`src/rtl/clwt_pkg.sv`:
```
package clwt_pkg;

    localparam int DATA_W        = 64;
    localparam int FUNC_W        = 3;
    localparam int STATUS_W      = 2;
    localparam int DEPTH_DEFAULT = 32;

    localparam logic [FUNC_W-1:0] FN_APPEND  = 3'd0;
    localparam logic [FUNC_W-1:0] FN_STABLE  = 3'd1;
    localparam logic [FUNC_W-1:0] FN_SNAPDROP = 3'd2;
    localparam logic [FUNC_W-1:0] FN_RESTORE = 3'd3;
    localparam logic [FUNC_W-1:0] FN_QUERY   = 3'd4;
    localparam logic [FUNC_W-1:0] FN_RANGE   = 3'd5;

    localparam logic [STATUS_W-1:0] ST_OK       = 2'd0;
    localparam logic [STATUS_W-1:0] ST_NOTFOUND = 2'd1;
    localparam logic [STATUS_W-1:0] ST_FULL     = 2'd2;
    localparam logic [STATUS_W-1:0] ST_EMPTY    = 2'd3;

    typedef enum logic [1:0] {
        S_IDLE,
        S_EXEC,
        S_LOOKUP,
        S_EMIT
    } t_state;

    typedef struct packed {
        logic latch;
        logic rd_key;
        logic fin_op;
        logic emit;
    } t_dp_cmd;

    typedef struct packed {
        logic op_lookup;
        logic op_range;
        logic range_go;
        logic range_last;
        logic out_free;
    } t_dp_status;

endpackage

```
`src/rtl/clwt_ctrl.sv`:
```
module clwt_ctrl (
    input  logic                 i_clk,
    input  logic                 i_rst_n,
    input  logic                 i_valid,
    output logic                 o_stall,
    input  clwt_pkg::t_dp_status i_status,
    output clwt_pkg::t_dp_cmd    o_cmd
);

    clwt_pkg::t_state r_state;
    clwt_pkg::t_state n_state;
    logic             range_go;

    assign range_go = i_status.op_range && i_status.range_go;

    always_ff @(posedge i_clk) begin
        if (!i_rst_n) begin
            r_state <= clwt_pkg::S_IDLE;
        end else begin
            r_state <= n_state;
        end
    end

    always_comb begin
        n_state = r_state;
        unique case (r_state)
            clwt_pkg::S_IDLE: begin
                if (i_valid) begin
                    n_state = clwt_pkg::S_EXEC;
                end
            end
            clwt_pkg::S_EXEC: begin
                if (i_status.op_lookup) begin
                    n_state = clwt_pkg::S_LOOKUP;
                end else if (range_go) begin
                    n_state = clwt_pkg::S_EMIT;
                end else if (i_status.out_free) begin
                    n_state = clwt_pkg::S_IDLE;
                end
            end
            clwt_pkg::S_LOOKUP: begin
                if (i_status.out_free) begin
                    n_state = clwt_pkg::S_IDLE;
                end
            end
            clwt_pkg::S_EMIT: begin
                if (i_status.out_free && i_status.range_last) begin
                    n_state = clwt_pkg::S_IDLE;
                end
            end
            default: n_state = clwt_pkg::S_IDLE;
        endcase
    end

    always_comb begin
        o_cmd   = '0;
        o_stall = 1'b1;
        unique case (r_state)
            clwt_pkg::S_IDLE: begin
                o_stall     = 1'b0;
                o_cmd.latch = i_valid;
            end
            clwt_pkg::S_EXEC: begin
                o_cmd.rd_key = i_status.op_lookup || range_go;
                o_cmd.fin_op = !i_status.op_lookup && !range_go && i_status.out_free;
            end
            clwt_pkg::S_LOOKUP: begin
                o_cmd.fin_op = i_status.out_free;
            end
            clwt_pkg::S_EMIT: begin
                o_cmd.emit = i_status.out_free;
            end
            default: o_stall = 1'b1;
        endcase
    end

endmodule

```
`config.mk`:
```
export PLATFORM = sky130hd
export DESIGN_NAME = clwt_ctrl
export DESIGN_NICKNAME = d
export VERILOG_FILES = /design/src/rtl/clwt_pkg.sv /design/src/rtl/clwt_ctrl.sv
export SDC_FILE = /design/constraint.sdc
export NUM_CORES = 1
export LEC_CHECK = 0
export BUFFER_PORTS_ARGS = -buffer_cell sky130_fd_sc_hd__buf_2
export CAP_MARGIN = 10
export CELL_PAD_IN_SITES_DETAIL_PLACEMENT = 1
export CELL_PAD_IN_SITES_GLOBAL_PLACEMENT = 1
export CORE_AREA = 8 8 45 47
export DETAILED_ROUTE_END_ITERATION = 12
export DIE_AREA = 0 0 53 55
export PLACE_DENSITY = 0.61
export SYNTH_ARGS = -nofsm -noshare
export SYNTH_HDL_FRONTEND = slang
export SYNTH_SLANG_ARGS = --single-unit
```
`constraint.sdc`:
```
create_clock -name i_clk -period 2.1 [get_ports i_clk]
set_clock_uncertainty 0.2 [all_clocks]
set_input_delay 0.21 -clock i_clk [delete_from_list [all_inputs] [get_ports i_clk]]
set_output_delay 0.21 -clock i_clk [all_outputs]
set_load 0.02 [all_outputs]
```
==> metrics <==
status complete, no violations; final-stage net count 63; # clock sinks 2; Remaining DRCs 0; Internal 0.141 mW; gr busiest metal met2; H-tree levels 1; Ys Warns 0; gpl congestion 0.698; DRT Pass-1 Iters 2; sequential share of power 22.7%; vias in the first global route 316; multiplexer share of the synthesized area 0%; CP Launch Type register; Net Sw Frac 32.7%; Max Cap Viol 0; Die X 53 µm; fraction of the mapped netlist area in compound gates 25.0%; Avg WL per Cell 12.0 µm; Post-CTS Setup Bufs 0; Synth Net Count 46; fin cells 64; largest net degree at the start of global routing 7; Total GRT Usage 6.11%; hold path depth 2; number of placed I/O pins 13; WP data required 1.69 ns; post-route clock period utilization 89.3%; via count 273; Detailed Route Iter0 Violations 4; Max VDD drop 0.169 mV; Post-synth top flop dfxtp_1; fin. max-slew vios 0; register area share after synthesis 14.3%; Root Driver clkbuf_4; main combinational cell family by area after synthesis simple AND/OR/NAND/NOR gates; Regs by FF count r_state (2); M3 GR Usage 3.74%; synthesis-stage register bit count 2; initial antenna violation count 0; Worst Path Arrival 1.46 ns; ys async rst share 0%; CP max stage delay 0.38 ns; Routed WL 767 µm; PostCTS Resize Cnt 0; # diodes 0; Placed Cells 61; global route overflow 0; crit-path cells inv_1 -> ha_1 -> nor2b_2 -> a21oi_1 -> nor2_1 -> buf_2; number of routed nets with antenna violations 0; Post-Synth XOR/XNOR Area 0%; Max-slew headroom 78.3%; slowest stage cell on the critical path dfxtp_1; FF-to-FF Start r_state[0]$_SDFFE_PN0P_; RSZ-0062 raised after global routing false; Slew @ Worst Pin 0.321 ns; startpoint of the worst hold path i_rst_n; Clk pwr share 39.5%; kind of critical path register to primary output; Comb pwr share 37.8%; number of core rows 14; clock-pin slew on the worst setup and hold paths 0.03 ns; Setup crit end kind primary output; latest clock arrival within the worst-skew pair 0.22 ns; simple-gate share of the synthesized area 33.0%; GR Util met1 6.97%; Die Y 55 µm; CTS tree built; post-detail-place hpwl 652 µm; port bufs 12; drt via density 4.27; worst reg-to-reg path cell count 5; Avg Inst Size Synth 8.49 µm²; Worst Hold Class primary input to register; layout cells sized above 1 41.7%; post-synth cell types 19; CTS buffer count 3; Max Buffers Root-to-Sink 2; area delta synth->final 36.6%; Lkg Pwr 0.190 nW; Max Fclk 533 MHz; origin of the worst setup path r_state[1]$_SDFFE_PN0P_; CTS Hold Bufs 0; Core ar. 0.00138 mm²; fin crit period 1.87 ns; endpoints failing setup 0; Most flops, register r_state; Synth Cell Area 280 µm²; DIE AREA 0.00292 mm²; most frequent cells in the layout 12 x buf_2, 5 x ha_1, 4 x inv_1, 4 x nor2_1; max reg flops 2; Critical Path Fanout Max 4; Post-Syn Instances 33; Adder-Cell Fraction of Synth Area 22.3%; met2 GRT Util 8.98%; first-pass GRT wire length 1.32 mm; pwr dens 546 mW/mm²; Starting Density 20.3%; Hold Vio Cnt, Final 0; Post-Route Setup TNS 0 ns; sw power 0.0683 mW; number of flops mapped to enable cells by yosys 0; most common cell after layout, fill and taps aside buf_2
[area by class of cell]
cell class,count,area (µm²)
Fill cell,181,1000
Clock buffer,3,22.5
Tap cell,16,20.0
Inverter,4,15.0
Sequential cell,2,40.0
Timing Repair Buffer,12,60.1
Multi-Input combinational cell,27,225
[final timing paths]
check / endpoint / slack (ns)
max: o_cmd[1] / 0.23
min: r_state[0]$_SDFFE_PN0P_ / 0.06
max reg2reg: r_state[0]$_SDFFE_PN0P_ / 0.30
min reg2reg: r_state[1]$_SDFFE_PN0P_ / 0.32
[synthesized netlist by cell type, types with 2 or more instances]
master,instances,area [µm²]
a21oi_1,2,10.0
dfxtp_1,2,40.0
ha_1,5,62.6
inv_1,4,15.0
nand2_1,3,11.3
nor2_1,4,15.0
[worst max-delay path: cells and delay by family (launching register included)]
family | cells | cell delay, ns
AOI/OAI and AO/OA | 1 | 0.15
adders and majority gates | 1 | 0.22
buffers and inverters | 2 | 0.27
DFF | 1 | 0.38
and+or+nand+nor | 2 | 0.22
[cell families (layout without fill, tap and decap cells)]
family	count (synthesis)	after routing
simple gates	15	15
compound gates	7	7
fa+ha+maj	5	5
buf+inv	4	19
flops	2	2
[layer usage]
layer  vias to the layer above  part of all wire [%]
li1                        145                     -
met1                       119                    42
met2                         9                    48
met3                         0                   9.8
met4                         0                     0
met5                         -                     0
[power groups by stage]
| stage | sequential (mW) | clock [mW] | combinational, mW |
|---|---|---|---|
| finish | 0.0473 | 0.0826 | 0.0790 |
| global route | 0.0483 | 0.0936 | 0.0901 |
| CTS | 0.0476 | 0.0860 | 0.0811 |
| detailed placement | 0.0480 | 0 | 0.0805 |
| global placement | 0.0473 | 0 | 0.0794 |
| floorplan | 0.0461 | 0 | 0.0545 |
[per-stage QoR]
step / total power [mW] / hold slack [ns] / cell area [µm²] / setup slack, ns / utilization [%]
final: 0.209 / 0.0613 / 383 / 0.225 / 27.7
after CTS: 0.215 / 0.0612 / 383 / 0.182 / 27.7
after detailed placement: 0.129 / 0.286 / 360 / 0.302 / 26.0
after global routing: 0.232 / 0.0678 / 383 / 0.0943 / 27.7
after floorplan: 0.101 / 0.152 / 280 / 0.439 / -
after global placement: 0.127 / 0.293 / 360 / 0.342 / 26.0
Power figures use the tool's default switching activity.
